==> src/hsvrgb_pkg.sv <==
// Shared types, constants and scaling helper for the rainbow HSV to RGB converter.
`default_nettype none

package hsvrgb_pkg;

    localparam int unsigned CHAN_W = 8;

    // Ramp and band levels
    localparam logic [CHAN_W-1:0] LVL_FULL  = 8'd255;
    localparam logic [CHAN_W-1:0] LVL_THIRD = 8'd85;
    localparam logic [CHAN_W-1:0] LVL_2TH   = 8'd170;
    localparam logic [CHAN_W-1:0] LVL_2TH_R = 8'd171;
    localparam logic [CHAN_W-1:0] LVL_ZERO  = 8'd0;

    // Rainbow bands picked by the top three hue bits
    typedef enum logic [2:0] {
        BAND_RED_ORANGE    = 3'd0,
        BAND_ORANGE_YELLOW = 3'd1,
        BAND_YELLOW_GREEN  = 3'd2,
        BAND_GREEN_CYAN    = 3'd3,
        BAND_CYAN_BLUE     = 3'd4,
        BAND_BLUE_PURPLE   = 3'd5,
        BAND_PURPLE_MAG    = 3'd6,
        BAND_MAG_RED       = 3'd7
    } t_band;

    typedef struct packed {
        logic [CHAN_W-1:0] hue_in;
        logic [CHAN_W-1:0] saturation_in;
        logic [CHAN_W-1:0] value_in;
    } t_hsv;

    typedef struct packed {
        logic [CHAN_W-1:0] red_out;
        logic [CHAN_W-1:0] green_out;
        logic [CHAN_W-1:0] blue_out;
    } t_rgb;

    // Video-style scale: zero stays zero, otherwise keep one LSB of light
    function automatic logic [CHAN_W-1:0] vid_scale(
        input logic [CHAN_W-1:0] x,
        input logic [CHAN_W-1:0] f
    );
        logic [2*CHAN_W-1:0] prod;
        prod = {{CHAN_W{1'b0}}, x} * {{CHAN_W{1'b0}}, f};
        if ((x == LVL_ZERO) || (f == LVL_ZERO)) begin
            return LVL_ZERO;
        end
        return prod[2*CHAN_W-1:CHAN_W] + 8'd1;
    endfunction

endpackage

`default_nettype wire

==> src/hsvrgb_hue_map.sv <==
// Rainbow hue band mapping: hue byte to unscaled RGB triple.
`default_nettype none

module hsvrgb_hue_map
    import hsvrgb_pkg::*;
(
    input  wire logic [CHAN_W-1:0] i_hue,
    output t_rgb                   o_rgb
);

    logic [CHAN_W-1:0]   pos8;
    logic [2*CHAN_W-1:0] prod1;
    logic [2*CHAN_W-1:0] prod2;
    logic [CHAN_W-1:0]   t1;
    logic [CHAN_W-1:0]   t2;
    t_band               band;

    // Ramp position times 8, then third and two-thirds of it
    assign pos8  = {i_hue[4:0], 3'b000};
    assign prod1 = {{CHAN_W{1'b0}}, pos8} * {{CHAN_W{1'b0}}, LVL_THIRD};
    assign prod2 = {{CHAN_W{1'b0}}, pos8} * {{CHAN_W{1'b0}}, LVL_2TH};
    assign t1    = prod1[2*CHAN_W-1:CHAN_W];
    assign t2    = prod2[2*CHAN_W-1:CHAN_W];
    assign band  = t_band'(i_hue[7:5]);

    // Band select; all terms stay inside 0..255 for any ramp position
    always_comb begin
        case (band)
            BAND_RED_ORANGE: begin
                o_rgb = '{LVL_FULL - t1, t1, LVL_ZERO};
            end
            BAND_ORANGE_YELLOW: begin
                o_rgb = '{LVL_2TH_R, LVL_THIRD + t1, LVL_ZERO};
            end
            BAND_YELLOW_GREEN: begin
                o_rgb = '{LVL_2TH_R - t2, LVL_2TH + t1, LVL_ZERO};
            end
            BAND_GREEN_CYAN: begin
                o_rgb = '{LVL_ZERO, LVL_FULL - t1, t1};
            end
            BAND_CYAN_BLUE: begin
                o_rgb = '{LVL_ZERO, LVL_2TH_R - t2, LVL_THIRD + t2};
            end
            BAND_BLUE_PURPLE: begin
                o_rgb = '{t1, LVL_ZERO, LVL_FULL - t1};
            end
            BAND_PURPLE_MAG: begin
                o_rgb = '{LVL_THIRD + t1, LVL_ZERO, LVL_2TH_R - t1};
            end
            default: begin
                o_rgb = '{LVL_2TH + t1, LVL_ZERO, LVL_THIRD - t1};
            end
        endcase
    end

endmodule

`default_nettype wire

==> src/hsv_to_rgb_rainbow_converter_unit.sv <==
// Top level: three-stage pipelined rainbow HSV to RGB converter.
//
//   channel | valid       | stall       | payload
//   --------+-------------+-------------+---------------------
//   input   | i_in_valid  | o_in_stall  | i_in_data  (t_hsv)
//   output  | o_out_valid | i_out_stall | o_out_data (t_rgb)
//
// One pixel per clock while the output is not stalled; a result passes the
// stage 1, stage 2 and stage 3 registers before it shows at the output.
// Stage 1: hue band map and saturation floor multiply. Stage 2: saturation
// scale (three 8x8 multiplies). Stage 3: value scale (three 8x8 multiplies).
// Each stage has its own valid bit and loads when empty or when the next one
// moves, so bubbles collapse under output stall. Reset clears the valid bits.
`default_nettype none

module hsv_to_rgb_rainbow_converter_unit
    import hsvrgb_pkg::*;
(
    input  wire logic i_clk,
    input  wire logic i_rst_n,
    input  wire logic i_in_valid,
    output logic      o_in_stall,
    input  wire t_hsv i_in_data,
    output logic      o_out_valid,
    input  wire logic i_out_stall,
    output t_rgb      o_out_data
);

    // Stage valid bits and per-stage load enables
    logic r_v1, r_v2, r_v3;
    logic ld1, ld2, ld3;

    assign ld3 = !r_v3 || !i_out_stall;
    assign ld2 = !r_v2 || ld3;
    assign ld1 = !r_v1 || ld2;

    assign o_in_stall  = !ld1;
    assign o_out_valid = r_v3;

    always_ff @(posedge i_clk) begin
        if (!i_rst_n) begin
            r_v1 <= 1'b0;
            r_v2 <= 1'b0;
            r_v3 <= 1'b0;
        end else begin
            if (ld1) begin
                r_v1 <= i_in_valid;
            end
            if (ld2) begin
                r_v2 <= r_v1;
            end
            if (ld3) begin
                r_v3 <= r_v2;
            end
        end
    end

    // Stage 1: band map and desaturation floor
    t_rgb              hue_rgb;
    logic [CHAN_W-1:0] sat_inv;
    t_rgb              r_rgb1;
    logic [CHAN_W-1:0] r_floor1;
    logic [CHAN_W-1:0] r_sat1;
    logic [CHAN_W-1:0] r_val1;

    hsvrgb_hue_map u_hue_map (
        .i_hue (i_in_data.hue_in),
        .o_rgb (hue_rgb)
    );

    assign sat_inv = ~i_in_data.saturation_in;

    always_ff @(posedge i_clk) begin
        if (ld1) begin
            r_rgb1   <= hue_rgb;
            r_floor1 <= vid_scale(sat_inv, sat_inv);
            r_sat1   <= i_in_data.saturation_in;
            r_val1   <= i_in_data.value_in;
        end
    end

    // Stage 2: saturation scale plus floor, clipped at full scale
    logic [CHAN_W-1:0] factor;
    logic [CHAN_W:0]   sum_r, sum_g, sum_b;
    t_rgb              n_rgb2;
    t_rgb              r_rgb2;
    logic [CHAN_W-1:0] r_val2;

    assign factor = LVL_FULL - r_floor1;
    assign sum_r  = {1'b0, vid_scale(r_rgb1.red_out,   factor)} + {1'b0, r_floor1};
    assign sum_g  = {1'b0, vid_scale(r_rgb1.green_out, factor)} + {1'b0, r_floor1};
    assign sum_b  = {1'b0, vid_scale(r_rgb1.blue_out,  factor)} + {1'b0, r_floor1};

    always_comb begin
        if (r_sat1 == LVL_FULL) begin
            n_rgb2 = r_rgb1;
        end else if (r_sat1 == LVL_ZERO) begin
            n_rgb2 = '{LVL_FULL, LVL_FULL, LVL_FULL};
        end else begin
            n_rgb2.red_out   = sum_r[CHAN_W] ? LVL_FULL : sum_r[CHAN_W-1:0];
            n_rgb2.green_out = sum_g[CHAN_W] ? LVL_FULL : sum_g[CHAN_W-1:0];
            n_rgb2.blue_out  = sum_b[CHAN_W] ? LVL_FULL : sum_b[CHAN_W-1:0];
        end
    end

    always_ff @(posedge i_clk) begin
        if (ld2) begin
            r_rgb2 <= n_rgb2;
            r_val2 <= r_val1;
        end
    end

    // Stage 3: value scale; zero value falls out of vid_scale as black
    t_rgb n_rgb3;
    t_rgb r_rgb3;

    always_comb begin
        if (r_val2 == LVL_FULL) begin
            n_rgb3 = r_rgb2;
        end else begin
            n_rgb3.red_out   = vid_scale(r_rgb2.red_out,   r_val2);
            n_rgb3.green_out = vid_scale(r_rgb2.green_out, r_val2);
            n_rgb3.blue_out  = vid_scale(r_rgb2.blue_out,  r_val2);
        end
    end

    always_ff @(posedge i_clk) begin
        if (ld3) begin
            r_rgb3 <= n_rgb3;
        end
    end

    assign o_out_data = r_rgb3;

endmodule

`default_nettype wire

==> config.mk <==
export PLATFORM = sky130hd
export DESIGN_NAME = hsv_to_rgb_rainbow_converter_unit
export DESIGN_NICKNAME = d
export VERILOG_FILES = /design/src/hsvrgb_pkg.sv /design/src/hsvrgb_hue_map.sv /design/src/hsv_to_rgb_rainbow_converter_unit.sv
export SDC_FILE = /design/constraint.sdc
export NUM_CORES = 1
export LEC_CHECK = 0
export ABC_AREA = 1
export BUFFER_PORTS_ARGS = -buffer_cell sky130_fd_sc_hd__buf_4
export CORE_MARGIN = 2
export CORE_UTILIZATION = 45
export DETAILED_ROUTE_END_ITERATION = 10
export RECOVER_POWER = 100
export SKIP_LAST_GASP = 1
export SYNTH_ARGS = -nofsm -noshare
export SYNTH_HDL_FRONTEND = slang
export SYNTH_HIERARCHICAL = 1
export SYNTH_SLANG_ARGS = --single-unit
==> constraint.sdc <==
create_clock -name i_clk -period 8 [get_ports i_clk]
set_input_delay 1.6 -clock i_clk [delete_from_list [all_inputs] [get_ports i_clk]]
set_output_delay 1.6 -clock i_clk [all_outputs]
set_load 0.01 [all_outputs]
# After elaboration in Yosys (flattened, before gate mapping)
# Index checks and enable logic that the tools add are counted.
# word_totals
wordCells	109
input_bits	28
latchBits	0
n_memories	0
mem_bits_ro	0
out_inout_bits	26
ramBits	0
reg_bits	107
# op_classes
shift	0
n_mul	9
n_mux	32
addsub	18
reduce_logical	25
div	0
bitwise_logic	1
order_cmp	0
eq_ne	8
# op_table
op	count
$pmux 24 s7	1
$mux 8	17
$mul 8x8->16	7
$logic_not 8->1	10
$mux 24	3
$add 8x1->8 const B	7
$add 8x8->9	3
$mul 5x7->12 const B	2
$eq 8x8->1 const B	2
$sub 8x7->8 const A	2
$sub 8x8->8 const A	2
$mux 1	11
$eq 3x3->1 const B	3
$logic_or 1x1->1	9
$add 7x7->8 const A	1
$add 7x8->8 const A	1
$add 8x7->8 const A	1
$not 8->8	1
$sub 7x7->8 const A	1
$eq 3x2->1 const B	2
$logic_not 1->1	5
$eq 3x1->1 const B	1
$logic_not 3->1	1

# Longest topological paths before layout
# Gate-level depths: netlist of the first run.
# logic_depth
depth_word	9
ltp_mapped	34

# By module
# Netlist of the first run, hierarchy kept.
# modules_own_cells
module	area_each_um2	n_inst	seq_area_each_um2	cells_each
hsv_to_rgb_rainbow_converter_unit	20484.6	1	3183.1	2815
hsvrgb_hue_map	1894.3	1	0.0	354

# Worst setup path after synthesis of the first run
# No wires, ideal clock.
# synth_path
kind	register to register
from	register r_floor1[5]
to	register r_rgb2[16] (netlist bit) (data pin)
path_buffers	2
setup_ps	274
slack_ps	1995
t_arrival_ps	5731
path_stages_with_launch	30
path_cell_list	edfxtp_1 clkbuf_1 clkbuf_1 nor2_1 fa_1 fa_1 fa_1 inv_1 fa_1 inv_1 ha_1 nand2_1 inv_1 o21ai_0 nand2_1 inv_1 nand3_1 nand2_1 nand2_1 nor2_2 o21ai_0 a21oi_1 ha_1 a21oi_1 o21ai_0 a21oi_1 o21bai_1 a21o_1 a21boi_1 a21oi_1
# synth_lines
element	line	text
start, declared	hsv_to_rgb_rainbow_converter_unit.sv:62	logic [CHAN_W-1:0] r_floor1;
start signal, assigned	hsv_to_rgb_rainbow_converter_unit.sv:76	r_floor1 <= vid_scale(sat_inv, sat_inv);
end signal, assigned	hsv_to_rgb_rainbow_converter_unit.sv:108	r_rgb2 <= n_rgb2;
end, declared	hsv_to_rgb_rainbow_converter_unit.sv:86	t_rgb r_rgb2;

==> results of run 1 <==
## cells in the final DEF (no fill, tap or decap), drive strengths merged, types with 22 or more instances in the layout
| cell | synthesis | final |
|---|---|---|
| buf | 30 | 22 |
| inv | 677 | 678 |
| nor2 | 390 | 390 |
| o21ai | 72 | 72 |
| edfxtp | 104 | 104 |
| nand4 | 39 | 39 |
| fa | 240 | 240 |
| ha | 277 | 277 |
| nand2 | 806 | 806 |
| clkbuf | 58 | 56 |
| xor2 | 23 | 23 |
| nand3 | 180 | 180 |
| a21oi | 136 | 136 |
## worst min-delay path by stage
stage	to	slack (ps)	depth (start not counted)
floorplan	r_val2[0]	400	0
global placement	r_val2[0]	410	0
detailed placement	r_val2[6]	410	0
CTS	r_val2[5]	430	0
global route	r_val2[0]	430	0
finish	r_val2[5]	430	0
## metrics by stage
stage / hold slack (ps) / worst slack, ps / cell area, um2 / instances / utilization (%)
after floorplan: 400 / 1990 / 22400 / 3169 / -
after global placement: 406 / 1510 / 23300 / 3814 / 47.6
after detailed placement: 410 / 1360 / 23300 / 3814 / 47.6
after CTS: 428 / 1340 / 23700 / 3830 / 48.3
after global routing: 430 / 395 / 23500 / 3830 / 47.8
final: 425 / 954 / 23500 / 3830 / 47.8
## layout make-up
class / instances / area [um2] / share of cell area (%)
clock buffers: 9 / 225 / 0.960
clock inverters: 7 / 100 / 0.426
inverters: 677 / 2540 / 10.8
multi-input cells: 2297 / 16200 / 69.1
flip-flops and latches: 107 / 3180 / 13.6
well taps: 664 / 831 / 3.54
repair buffers: 69 / 372 / 1.58
## sequential cells by signal, indices dropped and copies added, names as in the netlist
register / cells
o_out_valid: 1
r_sat1: 8
r_floor1: 8
r_v1: 1
r_rgb2: 24
r_rgb1: 24
r_val1: 8
r_v2: 1
r_val2: 8
o_out_data: 24
## worst max-delay path: stages (launching register included)
cell	delay, ps
edfxtp_1	730
buf_4	360
nor2_1	100
fa_1	490
fa_1	510
fa_1	500
inv_1	50
fa_1	470
inv_1	40
ha_1	380
nand2_1	120
o21ai_0	270
inv_1	110
nand3_1	100
nand2_1	120
nor2_1	310
o21ai_0	130
a21oi_1	180
ha_1	310
a21oi_1	160
o21ai_0	140
a21oi_1	160
o21bai_1	110
a21o_1	190
a21boi_0	560
a21oi_1	160
## cells by family (layout without fill, tap and decap cells)
family / count (synthesis) / count (layout) / share of synthesized area (%)
compound gates: 258 / 258 / 6.44
xor+xnor: 39 / 39 / 1.59
fa+ha+maj: 517 / 517 / 37.0
buf+inv: 765 / 762 / 13.1
flops: 107 / 107 / 14.2
simple gates: 1483 / 1483 / 27.7
## routing by layer
metal,track usage (%),share of wire (%),up-vias
li1,-,-,9796
met1,29.5,44,9343
met2,40.1,48,480
met3,2.74,4.9,125
met4,9.55,3.4,0
met5,0,0,-
==> results.sh, run 1 <==
export IMPL_max_slew_margin_pct=-110
export IMPL_start_util_pct=45.6
export IMPL_tns_ps=0
export IMPL_overflow=0
export IMPL_yosys_area_top_type_share_pct=21.5
export IMPL_grt_max_degree=49
export IMPL_ys_top_cells_by_count="788 x nand2_1, 671 x inv_1, 376 x nor2_1"
export IMPL_antenna_left=0
export IMPL_antenna_found_initial=0
export IMPL_wl_mm=57.1
export IMPL_synthTopCellsByArea="fa_1 21%, ha_1 15%, edfxtp_1 14%, nand2_1 13%, inv_1 11%"
export IMPL_fill_cells=5025
export IMPL_rr_endpoint="r_rgb2[16]"
export IMPL_synth_largest_area_cell="fa_1"
export IMPL_ioPinCount=54
export IMPL_grt_pass1_wl_mm=95.9
export IMPL_hold_violations=0
export IMPL_diodes=0
export IMPL_drv_cap=2
export IMPL_drtIter0Drc=1229
export IMPL_coreArea_um2=49100
export IMPL_synth_flop_cell="edfxtp_1"
export IMPL_synth_area_per_cell_um2=7.06
export IMPL_crit_required_ps=8110
export IMPL_post_route_period_util_pct=88.1
export IMPL_path_class="reg -> reg"
export IMPL_cts_root_buffer_cell="clkbuf_16"
export IMPL_clock_fmax_ghz=0.142
export IMPL_hpwlAfterDp_mm=46.1
export IMPL_clock_sinks=107
export IMPL_finalSetupViolations=0
export IMPL_grt_pass1_vias=20100
export IMPL_ys_seq_elements=107
export IMPL_seq_area_frac_synth_pct=14.2
export IMPL_clk_pin_slew_ps=70
export IMPL_violations="capacitance limit, slew limit"
export IMPL_syn_area_um2=22400
export IMPL_critPathLaunchType="flip-flop"
export IMPL_grt_usage_pct=23.2
export IMPL_post_drt_wl_per_cell_um=14.9
export IMPL_crit_fanout=14
export IMPL_dieWidth_um=227
export IMPL_first_pass_iters=8
export IMPL_area_growth_pct=4.88
export IMPL_synth_nets=3714
export IMPL_yosys_cell_count_top_type="nand2_1"
export IMPL_startpoint="r_floor1[3]"
export IMPL_r2r_start="r_floor1[3]"
export IMPL_synth_distinct_cells=52
export IMPL_clockBufferDepth=2
export IMPL_critPathCapture="r_rgb2[16]"
export IMPL_critPathCaptureType="flip-flop"
export IMPL_period_minus_slack_ps=7050
export IMPL_ys_async_sr_fraction_pct=0
export IMPL_yosysWarnings=6
export IMPL_num_vias=19700
export IMPL_routed_via_density=5.16
export IMPL_final_nets=3706
export IMPL_clkLatencyLatePin_ps=390
export IMPL_worst_pin_slew_ps=3140
export IMPL_cp_data_arrival_time_ps=7150
export IMPL_die_area_um2=51500
export IMPL_grt_setup_unrepaired="no"
export IMPL_core_rowCount=81
export IMPL_cts_htree_levels=3
export IMPL_place_congestion=0.936
export IMPL_slew_viol_final=84
export IMPL_status="finished, violations left"
export IMPL_r2r_cells=25
export IMPL_dieHeight_um=227
export IMPL_min_from="r_val1[5]"
export IMPL_numCtsBuffers=9
export IMPL_synth_edf_count=104
export IMPL_drc=0
export IMPL_io_buffer_count=53
export IMPL_postCtsHoldBufs=0
export IMPL_r2r_setup_slack_ps=950
export IMPL_hold_path_class="reg -> reg"
export IMPL_clock_skew_ps=16.3
export IMPL_cts_tree="done"
export IMPL_post_cts_buffers=0
export IMPL_ctsResizeCount=0
export IMPL_synth_cells=3169
export IMPL_drive_above_1_share_pct=2.78
Power of run 1 is not shown: default switching activity piles up to over one toggle a cycle in this logic, so the estimate is an artifact.
==> run 2: changes to the inputs <==
--- a/config.mk
+++ b/config.mk
@@ -7,9 +7,11 @@
 export LEC_CHECK = 0
 export ABC_AREA = 1
 export BUFFER_PORTS_ARGS = -buffer_cell sky130_fd_sc_hd__buf_4
+export CORE_ASPECT_RATIO = 1.25
 export CORE_MARGIN = 2
-export CORE_UTILIZATION = 45
+export CORE_UTILIZATION = 60
 export DETAILED_ROUTE_END_ITERATION = 10
+export PLACE_DENSITY = 0.77
 export RECOVER_POWER = 100
 export SKIP_LAST_GASP = 1
 export SYNTH_ARGS = -nofsm -noshare
==> run 2 against run 1 <==
  * The flow still finishes with violations (capacitance limit, slew limit)
  * Global-route usage up 6.7 points
  * Sequential share of layout area up 0.14 points
  * Die area down 25%
  * Count of clock-buffer cells in the layout unchanged
  * Via count up 2.7%
  * Worst hold slack better by 1.1 ps
==> results.sh, run 2 (same netlist as run 1, synthesis figures left out) <==
export IMPL_status="finished, violations left"
export IMPL_violations="capacitance limit, slew limit"
export IMPL_ctsResizeCount=0
export IMPL_cts_root_buffer_cell="clkbuf_16"
export IMPL_postCtsHoldBufs=0
export IMPL_fill_cells=3429
export IMPL_path_class="reg -> reg"
export IMPL_numCtsBuffers=9
export IMPL_max_slew_margin_pct=-34.6
export IMPL_grt_usage_pct=29.9
export IMPL_routed_via_density=5.55
export IMPL_wl_mm=56.4
export IMPL_slew_viol_final=111
export IMPL_first_pass_iters=6
export IMPL_multi_input_area_um2=16200
export IMPL_final_common_cell="nand2_1"
export IMPL_min_to="r_val2[2]"
export IMPL_hold_violations=0
export IMPL_clk_pin_slew_ps=80
export IMPL_hold_path_class="reg -> reg"
export IMPL_crit_top_cell="nand2_1"
export IMPL_drc=0
export IMPL_grt_max_degree=49
export IMPL_overflow=0
export IMPL_min_path_cells=0
export IMPL_final_nets=3706
export IMPL_worst_pin_slew_ps=2020
export IMPL_min_from="r_val1[2]"
export IMPL_tns_ps=0
export IMPL_start_util_pct=60.5
export IMPL_drive_above_1_share_pct=2.78
export IMPL_drtIter0Drc=1371
export IMPL_clockBufferDepth=2
export IMPL_worst_path_max_delay_cell="a21boi_0"
export IMPL_num_vias=20300
export IMPL_coreArea_um2=37000
export IMPL_r2r_setup_slack_ps=940
export IMPL_post_cts_buffers=0
export IMPL_grt_pass1_wl_mm=93.9
export IMPL_dieHeight_um=220
export IMPL_diodes=0
export IMPL_crit_required_ps=8090
export IMPL_clock_sinks=107
export IMPL_r2r_start="r_floor1[5]"
export IMPL_grt_pass1_vias=20400
export IMPL_hpwlAfterDp_mm=45.8
export IMPL_dieWidth_um=177
export IMPL_core_rowCount=79
export IMPL_cp_data_arrival_time_ps=7140
export IMPL_ioPinCount=54
export IMPL_antenna_left=0
export IMPL_cts_htree_levels=3
export IMPL_crit_fanout=18
export IMPL_regArea_um2=3180
export IMPL_clock_skew_ps=18.9
export IMPL_place_congestion=0.976
export IMPL_clock_fmax_ghz=0.142
export IMPL_final_cell_mix="792 x nand2_1, 673 x inv_1, 385 x nor2_1"
export IMPL_cts_tree="done"
export IMPL_antenna_found_initial=0
export IMPL_die_area_um2=38900
export IMPL_critPathLaunchType="flip-flop"
export IMPL_critPathCaptureType="flip-flop"
export IMPL_rr_endpoint="r_rgb2[6]"
export IMPL_post_drt_wl_per_cell_um=15.4
export IMPL_finalSetupViolations=0
export IMPL_drv_cap=3
export IMPL_design_area_um2=23200
export IMPL_area_growth_pct=3.85
export IMPL_dpl_instance_area_um2=23100
export IMPL_r2r_cells=30
export IMPL_clkLatencyLatePin_ps=390
export IMPL_io_buffer_count=53
export IMPL_final_core_util_pct=62.9
export IMPL_grt_setup_unrepaired="no"
export IMPL_period_minus_slack_ps=7060
export IMPL_cpPeakStageDelay_ps=670
export IMPL_post_route_period_util_pct=88.2
-- run 2: final cells by class --
cell class,count,area share [%]
Inverter,677,10.9
Sequential cell,107,13.7
Tap cell,486,2.62
Timing Repair Buffer,69,1.63
Clock inverter,7,0.393
Clock buffer,9,0.969
Multi-Input combinational cell,2297,69.8
-- run 2: how the worst max path moves through the flow --
stage	startpoint	to	slack, ps	depth (start not counted)
global placement	r_floor1[5]	r_rgb2[7]	1570	30
floorplan	r_floor1[5]	r_rgb2[16]	1990	29
detailed placement	r_floor1[5]	r_rgb2[5]	1380	30
CTS	r_floor1[5]	r_rgb2[5]	1350	30
finish	r_floor1[5]	r_rgb2[6]	940	30
global route	r_floor1[5]	r_rgb2[6]	450	30
-- run 2: stage by stage --
step	std cells	worst slack, ps	hold WS [ps]
after floorplan	3169	1990	400
after global placement	3636	1570	403
after detailed placement	3636	1380	410
after CTS	3652	1350	427
after global routing	3652	454	445
final	3652	944	427
-- run 2: critical path: cells and delay by family, from the launching register on --
family / cells / cell delay, ps
adders and majority gates: 6 / 2750
AOI/OAI and AO/OA: 8 / 1680
DFF: 1 / 520
and+or+nand+nor: 11 / 1150
buffers and inverters: 5 / 660
-- run 2: metal layers --
metal | part of all wire [%] | vias up | GRT usage, % | wire length (um)
met5 | 0 | - | 0 | 0
li1 | - | 9786 | - | -
met3 | 5.6 | 230 | 3.30 | 3150
met2 | 51 | 753 | 55.1 | 29000
met1 | 38 | 9507 | 33.6 | 21300
met4 | 5.2 | 0 | 16.1 | 2940
Power of run 2 is left out for the same reason.
